<file path="config.mk">
export PLATFORM = sky130hd
export DESIGN_NAME = kpd_queue
export DESIGN_NICKNAME = d
export VERILOG_FILES = /design/src/hw/rtl/kpd_pkg.sv /design/src/hw/rtl/kpd_queue.sv
export SDC_FILE = /design/constraint.sdc
export NUM_CORES = 1
export LEC_CHECK = 0
export BUFFER_PORTS_ARGS = -buffer_cell sky130_fd_sc_hd__buf_2
export CORE_MARGIN = 3
export CORE_UTILIZATION = 49
export CTS_CLUSTER_DIAMETER = 30
export CTS_CLUSTER_SIZE = 24
export DETAILED_ROUTE_END_ITERATION = 16
export GPL_TIMING_DRIVEN = 0
export PLACE_DENSITY = 0.78
export SYNTH_ARGS = -nofsm -noshare
export SYNTH_HDL_FRONTEND = slang
export SYNTH_SLANG_ARGS = --single-unit
</file>
<file path="constraint.sdc">
create_clock -name i_clk -period 2.2 [get_ports i_clk]
set_clock_uncertainty 0.1 [all_clocks]
set_input_delay 0.66 -clock i_clk [delete_from_list [all_inputs] [get_ports i_clk]]
set_output_delay 0.66 -clock i_clk [all_outputs]
set_load 0.1 [all_outputs]
</file>
<file path="src/hw/rtl/kpd_pkg.sv">
// ----------------------------------------------------------------------------
// kpd_pkg
// shared widths, codes, register defaults and types of the key event detector
// ----------------------------------------------------------------------------
`default_nettype none

package kpd_pkg;

    localparam int KEY_FIELD_W  = 5;
    localparam int KEY_IDX_W    = 3;
    localparam int EV_W         = 3;
    localparam int CNT_W        = 16;
    localparam int CFG_IDX_W    = 2;
    localparam int CFG_DATA_W   = 16;
    localparam int NUM_KEYS_DEF = 5;
    localparam int QUEUE_DEPTH  = 2;

    localparam logic [CFG_IDX_W-1:0] CFG_DEBOUNCE = 2'd0;
    localparam logic [CFG_IDX_W-1:0] CFG_LONG     = 2'd1;
    localparam logic [CFG_IDX_W-1:0] CFG_REPEAT   = 2'd2;

    localparam logic [CNT_W-1:0] DEBOUNCE_RST = 16'd20;
    localparam logic [CNT_W-1:0] LONG_RST     = 16'd1000;
    localparam logic [CNT_W-1:0] REPEAT_RST   = 16'd100;

    typedef enum logic [1:0] {
        PH_WAIT     = 2'd0,
        PH_DEBOUNCE = 2'd1,
        PH_LONG     = 2'd2,
        PH_REPEAT   = 2'd3
    } t_phase;

    typedef enum logic [EV_W-1:0] {
        EV_PRESSED       = 3'd0,
        EV_SHORT_RELEASE = 3'd1,
        EV_LONG_PRESS    = 3'd2,
        EV_REPEAT        = 3'd3,
        EV_LONG_RELEASE  = 3'd4
    } t_event;

endpackage

`default_nettype wire

</file>
<file path="src/hw/rtl/kpd_queue.sv">
// ----------------------------------------------------------------------------
// kpd_queue
// short fifo of event bundles between the front and the back
// ----------------------------------------------------------------------------
`default_nettype none

module kpd_queue import kpd_pkg::*; #(
    parameter int W     = 8,
    parameter int DEPTH = QUEUE_DEPTH
) (
    input  wire logic         i_clk,
    input  wire logic         i_rst_n,
    input  wire logic         i_push,
    input  wire logic [W-1:0] i_data,
    input  wire logic         i_pop,
    output logic              o_valid,
    output logic              o_full,
    output logic [W-1:0]      o_data
);

    localparam int PTR_W = (DEPTH > 1) ? $clog2(DEPTH) : 1;
    localparam int CNT_QW = $clog2(DEPTH + 1);

    logic [W-1:0]      r_mem [DEPTH];
    logic [PTR_W-1:0]  r_wr_ptr;
    logic [PTR_W-1:0]  r_rd_ptr;
    logic [CNT_QW-1:0] r_count;
    logic              w_push;
    logic              w_pop;

    assign o_valid = (r_count != '0);
    assign o_full  = (r_count == CNT_QW'(DEPTH));
    assign o_data  = r_mem[r_rd_ptr];
    assign w_push  = i_push && !o_full;
    assign w_pop   = i_pop && o_valid;

    always_ff @(posedge i_clk) begin
        if (w_push) begin
            r_mem[r_wr_ptr] <= i_data;
        end
    end

    always_ff @(posedge i_clk) begin
        if (!i_rst_n) begin
            r_wr_ptr <= '0;
            r_rd_ptr <= '0;
            r_count  <= '0;
        end else begin
            if (w_push) begin
                r_wr_ptr <= (r_wr_ptr == PTR_W'(DEPTH - 1)) ? '0 : r_wr_ptr + PTR_W'(1);
            end
            if (w_pop) begin
                r_rd_ptr <= (r_rd_ptr == PTR_W'(DEPTH - 1)) ? '0 : r_rd_ptr + PTR_W'(1);
            end
            if (w_push && !w_pop) begin
                r_count <= r_count + CNT_QW'(1);
            end else if (w_pop && !w_push) begin
                r_count <= r_count - CNT_QW'(1);
            end
        end
    end

endmodule

`default_nettype wire

</file>
# Word-level counts from Yosys, hierarchy flattened
# Memories as Yosys holds them, arrays and structs flattened. A register that Yosys moved wholly into a read port is not among the register bits.
# Index checks and enable logic that the tools add are counted.
word_totals:
  ff_bits: 4
  latchBits: 0
  ram_bits: 16
  mem_bits_ro: 0
  word_cells: 26
  memories: 1
classes:
  n_addsub: 4
  mul: 0
  n_div: 0
  order_cmp: 0
  eq_ne: 1
  n_shift: 0
  n_mux: 8
  n_bitwise: 0
  reduce_logical: 9
mem_list:
  columns: ["name", "depth", "word_bits", "read_ports", "rd_clocked_by_memory_dff", "wr", "line", "rtl"]
  rows:
  - ["r_mem", 2, 8, 1, 1, 1, "kpd_queue.sv:24", "logic [W-1:0] r_mem [DEPTH];"]
ops:
  columns: ["operator", "n"]
  rows:
  - ["1-bit 2-to-1 mux", 6]
  - ["1-bit logical AND", 4]
  - ["2-bit 2-to-1 mux", 2]
  - ["2-bit nonzero test", 2]
  - ["1-bit zero test", 3]
  - ["1-bit adder, second input constant", 2]
  - ["2-bit by 1-bit adder with 2-bit output, second input constant", 1]
  - ["2-bit == test, second input constant", 1]
  - ["2-bit by 1-bit subtractor with 2-bit output, second input constant", 1]

# Depth between registers and ports, before layout
logic_depth:
  depth_word: 7
  ltp_mapped: 7
  depth_no_buf: 7

# Worst setup path before layout
# OpenSTA, ideal clock, no wires.
synth_timing:
  kind: "reg2reg"
  start: "reg r_count[0]"
  end: "reg r_count[1]"
  setup_ps: 70
  t_arrival_ps: 2022
  setup_slack_ps: 8
  path_stages_with_launch: 7
  n_path_buf: 0
  path_cell_list: "dfxtp_1 -> nand2b_1 -> inv_1 -> nor2_1 -> ha_1 -> or3_1 -> a21oi_1"
synth_between:
  elab_chain_cells: 6
synth_lines:
  columns: ["item", "line", "rtl"]
  rows:
  - ["start: declaration", "kpd_queue.sv:27", "logic [CNT_QW-1:0] r_count;"]
  - ["start signal: assignment", "kpd_queue.sv:56", "r_count <= r_count + CNT_QW'(1);"]
  - ["start signal: assignment", "kpd_queue.sv:58", "r_count <= r_count - CNT_QW'(1);"]
  - ["2-bit == test (*)", "kpd_queue.sv:32", "assign o_full = (r_count == CNT_QW'(DEPTH));"]
  - ["via o_full", "kpd_queue.sv:17", "output logic o_full,"]
  - ["1-bit zero test (*)", "kpd_queue.sv:34", "assign w_push = i_push && !o_full;"]
  - ["1-bit logical AND (*)", "kpd_queue.sv:34", null]
  - ["1-bit zero test", "kpd_queue.sv:57", "end else if (w_pop && !w_push) begin"]
  - ["1-bit logical AND", "kpd_queue.sv:57", null]
  - ["2-bit nonzero test (no source line)", null, null]
# Mark *: on every way through the listed nets, which the timed path passes. The rest lies on a longest branch. The select of a mux whose other input is x is not followed.
# A chain may end at the register's enable or synchronous reset.

==> results_dict.tcl <==
set metrics [dict create \
    syn_to_final_growth_pct 22.83 \
    ios 22 \
    cp_slowest_cell "mux2_2" \
    maxSlewHeadroom 0.5314 \
    h-tree-depth 1 \
    syn_area_um2 805.8 \
    critPathCaptureType "primary output" \
    grt.met1_usage 0.1485 \
    viasPerCell 5.033 \
    port_buffers 21 \
    yosysSeqAreaShare 0.7205 \
    layoutNonFillerInstCount 92 \
    critPathRequiredTime_ns 1.44 \
    cts.sinks 21 \
    diodes 0 \
    whs_ns 0.4264 \
    ant_nets 0 \
    worstPathArrival_ns 1.37 \
    drt-total-wl_mm 1.249 \
    track_usage 0.1247 \
    grt_use_met3 0.03906 \
    synth.most_common_cell "edfxtp_1" \
    synth_edf_count 16 \
    grt_pass1_vias 443 \
    drt-initial-drc-count 5 \
    ys_warn_count 0 \
    gp_congestion 0.6574 \
    num_rows 14 \
    cts_root_buf "clkbuf_4" \
    dieHeight_um 46.55 \
    synth-async-reset-ratio 0 \
    worst_setup_path_start_kind "register" \
    drv_cap 0 \
    wl_per_cell_um 13.58 \
    synth_largest_area_cell "edfxtp_1" \
    ys_ff_latch 21 \
    die_area_um2 2167 \
    post_synth.cell_area_avg_um2 15.80 \
    clk_latency_ns 0.29 \
    syn_inst 51 \
    die_w_um 46.55 \
    synth.distinct_cells 17 \
    cp_cell_sequence "buf_4 -> mux2_2 -> buf_4" \
    drive_above_1_share 0.4605 \
    globalRouteOverflowTotal 0 \
    cts.path.max_buffers 2 \
    antenna_found_initial 0 \
    tritoncts "done" \
    finalMaxSlewViolations 0 \
    cts_buffers 3 \
    synthTopCellsByArea "edfxtp_1, dfxtp_1, mux2_2" \
    grt_max_degree 12 \
    post-place-cells 88 \
    critPathMostFrequentCell "buf_4" \
    fmax_ghz 0.4685 \
    hold_viol 0 \
    cts_hold_buf 0 \
    met2_usage 0.2060 \
    syn_nets 64 \
    clkTransAtPathRegs_ns 0.11 \
    finalCritPeriodShare 0.9702 \
    drc 0 \
    fin_crit_ns 2.135 \
    synth.top_cell.area_share 0.5963 \
    status "finished clean" \
    min_path_type "reg -> reg" \
    dr.pass1.iters 4 \
    utilization 0.6494 \
    nNetsFinal 90 \
    dp_hpwl_um 895.1 \
    grt.busiest_layer "met2" \
    grt_pass1_wl_mm 1.800 \
    post_cts_buffers 0 \
    start_util 0.5287 \
    cts_resized 6 \
    critPathMaxFanout 8 \
    synthTopCellsByCount "edfxtp_1, mux2_2, dfxtp_1" \
    worstSetupPathType "reg -> out" \
    critPathMaxStageDelay_ns 0.35 \
    synthFlopType "edfxtp_1" \
    setup_viol 0 \
    route.vias.total 463 \
    fp.coreArea_um2 1524 \
    worstMarginPinSlew_ns 0.6992 \
]
==> metrics by stage <==
stage	worst slack [ns]	area, um2	setup TNS (ns)
5_1_grt	-0.0006688	989.7	-0.0006688
6_report	0.06548	989.7	0
3_3_place_gp	0.2941	930.9	0
2_1_floorplan	0.007899	805.8	0
4_1_cts	0.004692	972.2	0
3_5_place_dp	0.2897	930.9	0
==> logic make-up (layout without fill, tap and decap cells) <==
| family | count (synthesis) | after routing | share of synthesized area |
|---|---|---|---|
| DFF | 21 | 21 | 0.7205 |
| and+or+nand+nor | 9 | 9 | 0.06213 |
| muxes | 8 | 8 | 0.1118 |
| AOI/OAI and AO/OA | 5 | 5 | 0.03727 |
| buffers and inverters | 4 | 29 | 0.02018 |
| xor gates and xnor gates | 3 | 3 | 0.03261 |
| adders and majority gates | 1 | 1 | 0.01553 |
==> layout make-up <==
cell class / count / area (um2)
multi-input combinational: 26 / 209.0
fill: 116 / 534.3
buffer: 1 / 7.507
timing repair buffer: 21 / 135.1
sequential: 21 / 580.6
inverter: 3 / 11.26
tap: 16 / 20.02
clock buffer: 4 / 26.28
==> critical path, delay by kind of cell (launching register included) <==
kind / cells / cell delay (ns)
buf+inv: 2 / 0.39
flops: 1 / 0.33
mux: 1 / 0.35
==> worst paths after layout <==
check	from	end	slack [ns]	cells after the start
worst max-delay path	register	o_data[6]	0.07	3
worst min-delay path	r_rd_ptr	r_rd_ptr	0.43	2
worst max register to register	r_count[0]	r_count[1]	0.50	6
worst min register to register	r_rd_ptr	r_rd_ptr	0.43	2
==> routing by layer <==
layer  vias to the layer above  wire length, um
met1                       213              521
met3                         0               76
met5                         -                0
met2                        14              652
li1                        236                -
met4                         0                0
==> cells in the final DEF, fill, tap and decap left out, types with 2 or more instances in the layout <==
master | netlist | routed
edfxtp_1 | 16 | 16
buf_6 | 0 | 2
clkbuf_4 | 0 | 4
buf_2 | 1 | 12
dfxtp_1 | 5 | 5
xor2_1 | 3 | 3
mux2_2 | 8 | 8
nor2_1 | 4 | 4
buf_4 | 0 | 7
o21ai_0 | 2 | 2
inv_1 | 3 | 3
==> flip-flops by register name, summed over array words and instances, names as in the netlist, named ones only <==
signal    flops
r_count       2
r_rd_ptr      1
r_mem        16
r_wr_ptr      1
Power is left out: the tool's default activity adds up to more than one toggle a clock period on the data nets, which glitch-free logic cannot reach.
