## config.mk

```make
export PLATFORM = sky130hd
export DESIGN_NAME = kpd_back
export DESIGN_NICKNAME = d
export VERILOG_FILES = /design/src/hw/rtl/kpd_pkg.sv /design/src/hw/rtl/kpd_back.sv
export SDC_FILE = /design/constraint.sdc
export NUM_CORES = 1
export LEC_CHECK = 0
export ABC_AREA = 1
export BUFFER_PORTS_ARGS = -buffer_cell sky130_fd_sc_hd__buf_2
export CAP_MARGIN = 20
export CELL_PAD_IN_SITES_DETAIL_PLACEMENT = 2
export CELL_PAD_IN_SITES_GLOBAL_PLACEMENT = 2
export CORE_MARGIN = 1.5
export CORE_UTILIZATION = 29
export DETAILED_ROUTE_END_ITERATION = 6
export GPL_TIMING_DRIVEN = 1
export PLACE_DENSITY_LB_ADDON = 0.1
export SETUP_SLACK_MARGIN = 0.3
export SYNTH_ARGS = -nofsm -noshare
export SYNTH_HDL_FRONTEND = slang
export SYNTH_SLANG_ARGS = --single-unit
export TNS_END_PERCENT = 50
```

## constraint.sdc

```tcl
create_clock -name i_clk -period 1.8 [get_ports i_clk]
set_input_delay 0 -clock i_clk [delete_from_list [all_inputs] [get_ports i_clk]]
set_output_delay 0 -clock i_clk [all_outputs]
set_load 0.01 [all_outputs]
```

## src/hw/rtl/kpd_pkg.sv

```systemverilog
// ----------------------------------------------------------------------------
// kpd_pkg
// shared widths, codes, register defaults and types of the key event detector
// ----------------------------------------------------------------------------
`default_nettype none

package kpd_pkg;

    localparam int KEY_FIELD_W  = 5;
    localparam int KEY_IDX_W    = 3;
    localparam int EV_W         = 3;
    localparam int CNT_W        = 16;
    localparam int CFG_IDX_W    = 2;
    localparam int CFG_DATA_W   = 16;
    localparam int NUM_KEYS_DEF = 5;
    localparam int QUEUE_DEPTH  = 2;

    localparam logic [CFG_IDX_W-1:0] CFG_DEBOUNCE = 2'd0;
    localparam logic [CFG_IDX_W-1:0] CFG_LONG     = 2'd1;
    localparam logic [CFG_IDX_W-1:0] CFG_REPEAT   = 2'd2;

    localparam logic [CNT_W-1:0] DEBOUNCE_RST = 16'd20;
    localparam logic [CNT_W-1:0] LONG_RST     = 16'd1000;
    localparam logic [CNT_W-1:0] REPEAT_RST   = 16'd100;

    typedef enum logic [1:0] {
        PH_WAIT     = 2'd0,
        PH_DEBOUNCE = 2'd1,
        PH_LONG     = 2'd2,
        PH_REPEAT   = 2'd3
    } t_phase;

    typedef enum logic [EV_W-1:0] {
        EV_PRESSED       = 3'd0,
        EV_SHORT_RELEASE = 3'd1,
        EV_LONG_PRESS    = 3'd2,
        EV_REPEAT        = 3'd3,
        EV_LONG_RELEASE  = 3'd4
    } t_event;

endpackage

`default_nettype wire

```

## src/hw/rtl/kpd_back.sv

```systemverilog
// ----------------------------------------------------------------------------
// kpd_back
// takes bundles from the queue and sends their events in key order,
// one per cycle while the output is not stalled, through an output register
// ----------------------------------------------------------------------------
`default_nettype none

module kpd_back import kpd_pkg::*; #(
    parameter int NUM_KEYS = NUM_KEYS_DEF
) (
    input  wire logic                          i_clk,
    input  wire logic                          i_rst_n,
    input  wire logic                          i_q_valid,
    input  wire logic [NUM_KEYS-1:0]           i_q_mask,
    input  wire logic [NUM_KEYS-1:0][EV_W-1:0] i_q_kind,
    output logic                               o_q_pop,
    output logic                               o_valid,
    input  wire logic                          i_ready,
    output logic [KEY_IDX_W-1:0]               o_key_index,
    output logic [EV_W-1:0]                    o_event_kind,
    output logic                               o_last
);

    localparam int KIDX_W = (NUM_KEYS > 1) ? $clog2(NUM_KEYS) : 1;

    logic                          r_busy;
    logic [NUM_KEYS-1:0]           r_mask;
    logic [NUM_KEYS-1:0][EV_W-1:0] r_kind;
    logic                          r_out_valid;
    logic [KEY_IDX_W-1:0]          r_key_index;
    logic [EV_W-1:0]               r_event_kind;
    logic                          r_last;

    logic [KIDX_W-1:0]             w_sel;
    logic [NUM_KEYS-1:0]           w_rem;
    logic                          w_emit;
    logic                          w_done;
    logic [KIDX_W+KEY_IDX_W-1:0]   w_sel_ext;

    always_comb begin
        w_sel = '0;
        for (int k = NUM_KEYS - 1; k >= 0; k--) begin
            if (r_mask[k]) begin
                w_sel = KIDX_W'(k);
            end
        end
        for (int k = 0; k < NUM_KEYS; k++) begin
            w_rem[k] = r_mask[k] && (KIDX_W'(k) != w_sel);
        end
    end

    assign w_sel_ext = {{KEY_IDX_W{1'b0}}, w_sel};
    assign w_emit    = r_busy && (!r_out_valid || i_ready);
    assign w_done    = w_emit && (w_rem == '0);
    assign o_q_pop   = i_q_valid && (!r_busy || w_done);

    always_ff @(posedge i_clk) begin
        if (!i_rst_n) begin
            r_busy      <= 1'b0;
            r_out_valid <= 1'b0;
        end else begin
            if (o_q_pop) begin
                r_busy <= 1'b1;
            end else if (w_done) begin
                r_busy <= 1'b0;
            end
            if (w_emit) begin
                r_out_valid <= 1'b1;
            end else if (i_ready) begin
                r_out_valid <= 1'b0;
            end
        end
    end

    always_ff @(posedge i_clk) begin
        if (o_q_pop) begin
            r_mask <= i_q_mask;
            r_kind <= i_q_kind;
        end else if (w_emit) begin
            r_mask <= w_rem;
        end
        if (w_emit) begin
            r_key_index  <= w_sel_ext[KEY_IDX_W-1:0];
            r_event_kind <= r_kind[w_sel];
            r_last       <= (w_rem == '0);
        end
    end

    assign o_valid      = r_out_valid;
    assign o_key_index  = r_key_index;
    assign o_event_kind = r_event_kind;
    assign o_last       = r_last;

endmodule

`default_nettype wire
```

After elaboration in Yosys (flattened, before gate mapping)
Index checks and enable logic that the tools add are counted.
W data, S select, Z words.
- input bits: 24
- logic and storage cells: 46
- register bits: 29
- output and inout bits: 9
- reductions and logical operators: 17
- eq/ne operators: 4
- $lt $le $gt $ge: 1
- mux-type cells: 13
- operators with widths (cell ; count):
    $mux W3 ; 6
    $mux W5 ; 2
    $bmux W3 S3 ; 1
    $logic_and A1 B1 Y1 ; 8
    $ne A2 B3 Y1 const A ; 2
    $reduce_bool A2 Y1 ; 3
    $logic_not A5 Y1 ; 1
    $lt A3 B4 Y1 const B ; 1
    $mux W1 ; 4
    $ne A1 B3 Y1 const A ; 1
    $ne A3 B3 Y1 const A ; 1
    $reduce_bool A3 Y1 ; 1
    $logic_not A1 Y1 ; 2
    $logic_or A1 B1 Y1 ; 2

Logic depth before layout (Yosys ltp)
Gate-level depths: netlist of the first run.
- depth after elaboration: 12
- mapped depth: 9
- mapped depth without buffers: 9

Worst setup path before layout of the first run
OpenSTA, ideal clock, no wires.
- path type: reg2reg
- start point: reg r_mask[0]
- end point: reg r_kind[0] (netlist name) (enable)
- clock period less this slack: 1835 ps
- stages on the path, launching flop included: 8
- arrival: 1462 ps
- path slack: -35 ps
- path buffers: 0
- data required time: 1427 ps
- setup time: 373 ps
- path through: edfxtp_1 -> nor2_4 -> nor2_2 -> a21oi_1 -> nand4_2 -> nand2_4 -> nand2_4 -> inv_1
- word-level cells in the longest chain between the ends: 7
- elaborated cells on any way between the ends: 15
- those cells by class: eq/ne (4); mux (1); reduce/logical (10)
- RTL lines (item ; RTL line ; source):
    from (decl) ; kpd_back.sv:27 ; logic [NUM_KEYS-1:0] r_mask;
    from (signal assigned) ; kpd_back.sv:77 ; r_mask <= i_q_mask;
    from (signal assigned) ; kpd_back.sv:80 ; r_mask <= w_rem;
    $mux W3 ; kpd_back.sv:43 ; if (r_mask[k]) begin
    $ne A1 B3 Y1 (tied with other cells) ; kpd_back.sv:48 ; w_rem[k] = r_mask[k] && (KIDX_W'(k) != w_sel);
    $logic_and A1 B1 Y1 ; kpd_back.sv:48 ;
    $logic_not A5 Y1 * ; kpd_back.sv:54 ; assign w_done = w_emit && (w_rem == '0);
    $logic_and A1 B1 Y1 * ; kpd_back.sv:54 ;
    $logic_or A1 B1 Y1 * ; kpd_back.sv:55 ; assign o_q_pop = i_q_valid && (!r_busy || w_done);
    $logic_and A1 B1 Y1 * ; kpd_back.sv:55 ;
    named net o_q_pop ; kpd_back.sv:16 ; output logic o_q_pop,
    to (signal assigned) ; kpd_back.sv:78 ; r_kind <= i_q_kind;
    to (decl) ; kpd_back.sv:28 ; logic [NUM_KEYS-1:0][EV_W-1:0] r_kind;
The timed path passes the listed nets; every way through them passes the cells marked *.
A chain may end at the register's enable or synchronous reset.

Worst setup path after layout of the first run
- start point: reg r_mask[1]
- end point: reg r_kind[2] (netlist name) (enable)
- word-level cells in the longest chain between the ends: 8
- elaborated cells on any way between the ends: 16
- those cells by class: eq/ne (4); mux (2); reduce/logical (10)
- RTL lines (item ; RTL line):
    $mux W3 (2 in series) ; kpd_back.sv:43
    $ne A1 B3 Y1 (tied with other cells) ; kpd_back.sv:48
    $logic_and A1 B1 Y1 ; kpd_back.sv:48
    $logic_not A5 Y1 * ; kpd_back.sv:54
    $logic_and A1 B1 Y1 * ; kpd_back.sv:54
    $logic_or A1 B1 Y1 * ; kpd_back.sv:55
    $logic_and A1 B1 Y1 * ; kpd_back.sv:55
Mark *: on every way between the ends. The rest lies on a longest branch, timed or not.

==> run metrics, run 1 <==
height of the die=68.3 um; layout cell share with drive strength beyond 1=39.1%; total number of clock tree sinks=29; final max-slew violation count=0; worst hold path stage count=3; Peak Freq=605 MHz; Buf/Inv on CP=2; beginning of the worst register-to-register path=r_mask[1]; clock tree from TritonCTS=built; hold violation total from the final report=0; hpwl dp=2270 um; Setup-failing EPs final=0; H-Tree Depth=2; count of buffers from port buffering=32; actual transition at the worst max-transition pin=0.271 ns; detail-routed via count per cell=4.40; per-instance average area after synthesis=11.4 um2; clock input transition at the sequential cells of the worst setup and hold paths=0.07 ns; Worst Setup End Kind=flop; first drt pass iteration count=4; routed len/inst=14.6 um; worst min-delay path startpoint=i_q_mask[2]; path class of the lowest-slack min-delay path=in -> reg; endpoint of the most critical register-to-register path=r_kind[2]; final-layout setup total negative slack=0 ns; fraction of the core area covered by cells at the end of the flow=44.8%; GRT Overall Usage=16.3%; maximum count of clock buffers along a single path=2; final critical-path share of the clock period=91.8%; pin count of the biggest net entering global routing=11; final net count=197; first-pass GRT wire length=5180 um; die extent in x=68.3 um; Worst-Skew Late Latency=0.28 ns; number of buffers created by CTS=5; Critical Path, Cell by Cell=nor2_4 -> nand2_2 -> a21oi_2 -> nand4_2 -> nand2_4 -> nand2_4 -> clkinvlp_4 -> buf_12; category of the critical setup timing path=reg -> reg; Syn Std Cell Area=1230 um2; Worst path top cell family by delay=simple AND/OR/NAND/NOR gates; Max Fanout on Critical Path=8; areal power density over the cells=1010 nW/um2; slowest cell delay on critical path=0.43 ns; via count of the first global-routing pass=1072; unrepaired setup endpoints after global routing=yes; minimum setup slack in the final design=0.148 ns; clk root buf=sky130_fd_sc_hd__clkbuf_8; flops & latches, synth=29; detailed-route DRC error count=0; outcome=completed; max-cap violation count=0; highest-delay cell along the critical path=sky130_fd_sc_hd__edfxtp_1; number of warnings reported in the yosys synthesis log=0; clock tree skew after final layout=0.00742 ns; routed vias=986; Crit path arrival time=1.65 ns; sequential element share of the synthesized area=68.9%; pre-CTS setup slack=0.0180 ns; Slew Limit Headroom=81.8%; worst-case reg-to-reg path depth=8; minimum clock period after layout=1.65 ns; initial core utilization=30.4%; required time at the endpoint of the critical path=1.80 ns; core region area=4060 um2; static leakage power=0.814 nW; Boundary Pins=33; # diodes=0; routed wire length=3270 um; final RePlAce weighted congestion=0.787; Distinct cells, synth=16; count of routing violations after the opening detailed-route iteration=38; Detail Route Antenna Nets=0; number of placement rows=23; Startpoint Class=flop; slack of the worst reg-to-reg path=0.15 ns; Post-Syn Nets=132; area growth from synthesis to layout=47.3%; number of standard cells after synthesis=108; antenna violations before repair=0; Layout fillers=449; IR drop worst, VDD=0.000477 V; worst hold slack across all endpoints=0.0313 ns; Die Outline Area=4660 um2; Most Frequent Cell on Critical Path=sky130_fd_sc_hd__nand2_4; endpoint of the worst hold path=r_mask[2]; remaining global-route overflow=0
layout make-up:
class / instances / area, um2 / area share [%]
Sequential cell: 29 / 851 / 46.8
Clock inverter: 3 / 17.5 / 0.963
Inverter: 18 / 71.3 / 3.92
Multi-Input combinational cell: 61 / 330 / 18.2
Timing Repair Buffer: 58 / 418 / 23.0
Clock buffer: 5 / 68.8 / 3.78
Tap cell: 50 / 62.6 / 3.44
cells in the final DEF (no fill, tap or decap), drive strengths merged:
cell type / n
a21oi: 6
nor4: 1
clkinvlp: 2
buf: 42
nand3: 8
nor2: 8
nand4: 1
clkinv: 2
dfxtp: 2
o21ai: 3
inv: 17
nand2: 34
clkbuf: 5
dlygate4sd3: 16
edfxtp: 27
through the flow:
stage	total power (W)	cell area, um2	cells
floorplan	0.00110	1240	108
global placement	0.00122	1480	192
detailed placement	0.00124	1480	192
CTS	0.00184	1810	223
global route	0.00193	1820	224
finish	0.00183	1820	224
sequential cells by signal, summed over array words and instances (netlist names):
name / count
o_last: 1
r_mask: 5
r_busy: 1
o_valid: 1
r_kind: 15
o_key_index: 3
o_event_kind: 3
power breakdown:
part | switching, W | internal [W]
combinational | 0.000248 | 0.000182
sequential | 0.0000388 | 0.000839
clock | 0.000260 | 0.000266
tightest hold or removal path, stage by stage:
cell                      delay (ns)
sky130_fd_sc_hd__buf_2          0.07
sky130_fd_sc_hd__nand3_1        0.07
sky130_fd_sc_hd__nand2_1        0.07
routing by layer:
layer | GRT usage, % | vias to the layer above | share of wire [%]
met4 | 6.75 | 0 | 1.5
met2 | 30.1 | 29 | 55
met1 | 17.7 | 468 | 40
met3 | 4.11 | 5 | 3.7
met5 | 0 | - | 0
li1 | - | 484 | -
repair_timing:
action,in CTS,in global routing
hold endpoints to repair,17,0
gates cloned,0,0
buffers inserted,7,1
hold buffers,16,0
setup endpoints to repair,28,31
pin swaps,4,3
resized for setup,4,1
cell usage after synthesis, drive strengths merged:
library cell   n  area share (%)
a21oi          6             2.4
dfxtp          2             3.2
edfxtp        27              66
inv           18             5.5
nand2         34              12
nand3          8             4.3
nand4          1             1.0
nor2           8             4.3
nor4           1            0.51
o21ai          3             1.2
kinds of logic after synthesis:
group | share of synthesized area [%]
AND/OR/NAND/NOR | 22.0
flip-flops | 68.9
buffers and inverters | 5.47
AO/OA/AOI/OAI | 3.65
worst max path at each step:
stage,startpoint,to,cells after the start
2_1_floorplan,r_mask[1],r_kind[0],7
3_3_place_gp,r_mask[1],r_kind[12],7
3_5_place_dp,r_mask[1],r_kind[14],7
4_1_cts,r_mask[0],r_kind[5],8
5_1_grt,r_mask[1],r_kind[9],8
6_report,r_mask[1],r_kind[2],8
(Power assumes the default switching activity.)
==> inputs of run 2 (changes only) <==
Settings changed: ABC_AREA 1 to unset, CORE_UTILIZATION 29 to 30.
==> run metrics, run 2 <==
final RePlAce weighted congestion=0.743 (-5.5%); most common library cell in the layout ignoring fill and taps=sky130_fd_sc_hd__buf_2; Worst path top cell family by delay=compound AO/OA/AOI/OAI gates; remaining global-route overflow=0 (unchanged); register ranked first by flip-flop count=r_kind; sequential element share of the synthesized area=67.9% (-0.96 points); max-cap violation count=0 (unchanged); largest cells by area after synthesis=sky130_fd_sc_hd__edfxtp_1 65%, sky130_fd_sc_hd__nor2_1 3.3%, sky130_fd_sc_hd__dfxtp_1 3.2%; top flop regs=r_kind x15, r_mask x5; first drt pass iteration count=4 (unchanged); height of the die=67.6 um (-0.94%); count of buffers from port buffering=32 (unchanged); pre-CTS setup slack=0.0717 ns (+0.0537 ns); Crit path arrival time=1.86 ns (+0.21 ns); Sequential Area=851 um2 (unchanged); Setup-failing EPs final=16 (+16); Worst-Skew Late Latency=0.29 ns (about the same); Peak Freq=538 MHz (-11%); Syn Std Cell Area=1250 um2 (+1.4%); Primary FF master, synth=sky130_fd_sc_hd__edfxtp_1; unrepaired setup endpoints after global routing=yes; fraction of registers with async set/reset=0% (unchanged); via count of the first global-routing pass=1157 (+7.9%); beginning of the worst register-to-register path=r_mask[4]; die extent in x=67.6 um (-0.94%); Max Fanout on Critical Path=8 (unchanged); # diodes=0 (unchanged); routed len/inst=17.2 um (+18%); minimum clock period after layout=1.86 ns (+0.206 ns); worst hold path stage count=3 (unchanged); Post-Syn Nets=118 (-11%); path class of the lowest-slack min-delay path=in -> reg; Boundary Pins=33 (unchanged); first-pass GRT wire length=5880 um (+14%); final-layout setup total negative slack=-0.860 ns (-0.860 ns); fraction of the core area covered by cells at the end of the flow=49.0% (+4.2 points); clock network fraction of total power=32.5% (+3.8 points); slack of the worst reg-to-reg path=-0.06 ns (-0.21 ns); maximum count of clock buffers along a single path=2 (unchanged); GRT Overall Usage=18.6% (+2.2 points); Layout fillers=379 (-16%); Critical Path, Cell by Cell=buf_6 -> a2111o_1 -> o31ai_4 -> a21oi_2 -> nor2b_4 -> buf_12 -> buf_12; net switching component of the power=0.000567 W (+3.8%); count of routing violations after the opening detailed-route iteration=18 (-53%); Distinct cells, synth=30 (+14); share of power burned in combinational logic=25.6% (+2.2 points); register share of total power=41.9% (-6.0 points); net switching share of the total power=27.3% (-2.5 points); worst min-delay path startpoint=i_q_mask[1]; most used standard cells in the synthesized netlist=27 x sky130_fd_sc_hd__edfxtp_1, 11 x sky130_fd_sc_hd__nor2_1, 5 x sky130_fd_sc_hd__nand2_1; Detail Route Antenna Nets=0 (unchanged); Slew Limit Headroom=77.1% (-4.7 points); initial core utilization=31.3% (+0.88 points); highest-count cells in the layout ignoring fill and taps=31 x sky130_fd_sc_hd__buf_2, 27 x sky130_fd_sc_hd__edfxtp_1, 16 x sky130_fd_sc_hd__dlygate4sd3_1; final max-slew violation count=0 (unchanged); number of warnings reported in the yosys synthesis log=0 (unchanged); clk root buf=sky130_fd_sc_hd__clkbuf_8; final net count=186 (-5.6%); antenna violations before repair=0 (unchanged); core region area=4000 um2 (-1.4%); detailed-route DRC error count=0 (unchanged); clock input transition at the sequential cells of the worst setup and hold paths=0.07 ns (about the same); area leader, netlist=sky130_fd_sc_hd__edfxtp_1; Buf/Inv on CP=3 (+1); area growth from synthesis to layout=56.5%; Most Frequent Cell on Critical Path=sky130_fd_sc_hd__buf_12; areal power density over the cells=1060 nW/um2 (+5.0%); worst-case reg-to-reg path depth=7 (-1); flops & latches, synth=29 (unchanged); fraction of synthesized cell area taken by the top area cell type=64.7% (-0.92 points); detail-routed via count per cell=4.86 (+10%); failing checks=negative setup slack; endpoint of the most critical register-to-register path=r_kind[9]; number of placement rows=23 (unchanged); total number of clock tree sinks=29 (unchanged); minimum setup slack in the final design=-0.0580 ns (-0.206 ns); actual transition at the worst max-transition pin=0.342 ns (+0.0709 ns); Startpoint Class=flop; layout cell share with drive strength beyond 1=44.2% (+5.1 points); number of standard cells after synthesis=94 (-13%); slowest cell delay on critical path=0.42 ns (about the same); clock tree skew after final layout=0.00642 ns (-0.000997 ns); category of the critical setup timing path=reg -> reg; Final Total Pwr=0.00207 W (+13%); endpoint of the worst hold path=r_mask[1]; outcome=finished, violations left; Pint=0.00151 W (+17%); per-instance average area after synthesis=13.3 um2 (+17%); Post-synth EDFFs=27 (unchanged); static leakage power=0.772 nW (-5.1%); clock tree from TritonCTS=built; highest-delay cell along the critical path=sky130_fd_sc_hd__edfxtp_1; number of buffers created by CTS=5 (unchanged); Worst Setup End Kind=flop; most used standard cell by instance count after synthesis=sky130_fd_sc_hd__edfxtp_1; H-Tree Depth=2 (unchanged); Die Outline Area=4570 um2 (-1.9%); routed vias=1035 (+5.0%); hold violation total from the final report=0 (unchanged); final critical-path share of the clock period=103% (+11 points); IR drop worst, VDD=0.000578 V (+21%); pin count of the biggest net entering global routing=13 (+2); number of flip-flops in the largest register=15 (unchanged); hpwl dp=2220 um (-2.4%); routed wire length=3660 um (+12%); required time at the endpoint of the critical path=1.81 ns (about the same); area used by multi-input combinational logic=439 um2 (+33%)
==> run 2: cells by family (layout without fill, tap and decap cells) <==
group / after synthesis / in the layout / synth area share, %
adder cells (fa/ha/maj): 1 / 1 / 0.899
AND/OR/NAND/NOR: 31 / 31 / 12.3
flip-flops: 29 / 29 / 67.9
AO/OA/AOI/OAI: 27 / 27 / 16.4
buffers and inverters: 6 / 75 / 2.50
==> run 2: metrics by stage <==
stage                     hold WS (ns)  instance area, um2  std cells
after global placement           0.176                1540        181
after detailed placement         0.178                1540        181
after CTS                       0.0339                1940        212
final                           0.0426                1960        213
after global routing            0.0569                1960        213
after floorplan                 0.0989                1260         94
==> run 2: tightest hold or removal path, cell delays in order <==
cell and delay (ns):
sky130_fd_sc_hd__buf_2 0.09, sky130_fd_sc_hd__a21oi_1 0.06, sky130_fd_sc_hd__o211ai_1 0.07
==> run 2: layout make-up <==
class,instances,area share [%]
Inverter,2,0.383
Clock inverter,3,2.11
Multi-Input combinational cell,59,22.4
Sequential cell,29,43.4
Clock buffer,5,3.51
Tap cell,50,3.19
Timing Repair Buffer,65,25.0
==> run 2: per-layer routing <==
| metal | GRT usage [%] | share of wire [%] |
|---|---|---|
| met1 | 22.3 | 42 |
| met2 | 32.4 | 54 |
| met3 | 5.17 | 4.2 |
| met4 | 5.36 | 0.46 |
| met5 | 0 | 0 |
==> run 2: worst max-delay path by stage <==
stage	cells after the start	startpoint	slack, ns	endpoint
finish	7	r_mask[4]	-0.06	r_kind[9]
floorplan	5	r_mask[1]	-0.09	r_kind[0]
global route	7	r_mask[4]	-0.12	r_kind[2]
CTS	6	r_mask[4]	-0.06	r_kind[13]
detailed placement	5	r_mask[3]	0.07	r_kind[12]
global placement	5	r_mask[3]	0.09	r_kind[4]
==> run 2: timing repair <==
action                     CTS  global route
hold endpoints to repair    17             0
gates resized for setup     14             4
setup buffers                7             1
setup endpoints to repair   24            25
pin swaps                    7             7
hold buffers                16             0
==> run 2: power by group through the flow <==
stage               Sequential, W  Clock, W  Combinational (W)
CTS                      0.000867  0.000689           0.000509
global placement         0.000878         0           0.000377
detailed placement       0.000882         0           0.000388
floorplan                0.000888         0           0.000216
global route             0.000878  0.000713           0.000577
finish                   0.000869  0.000674           0.000532
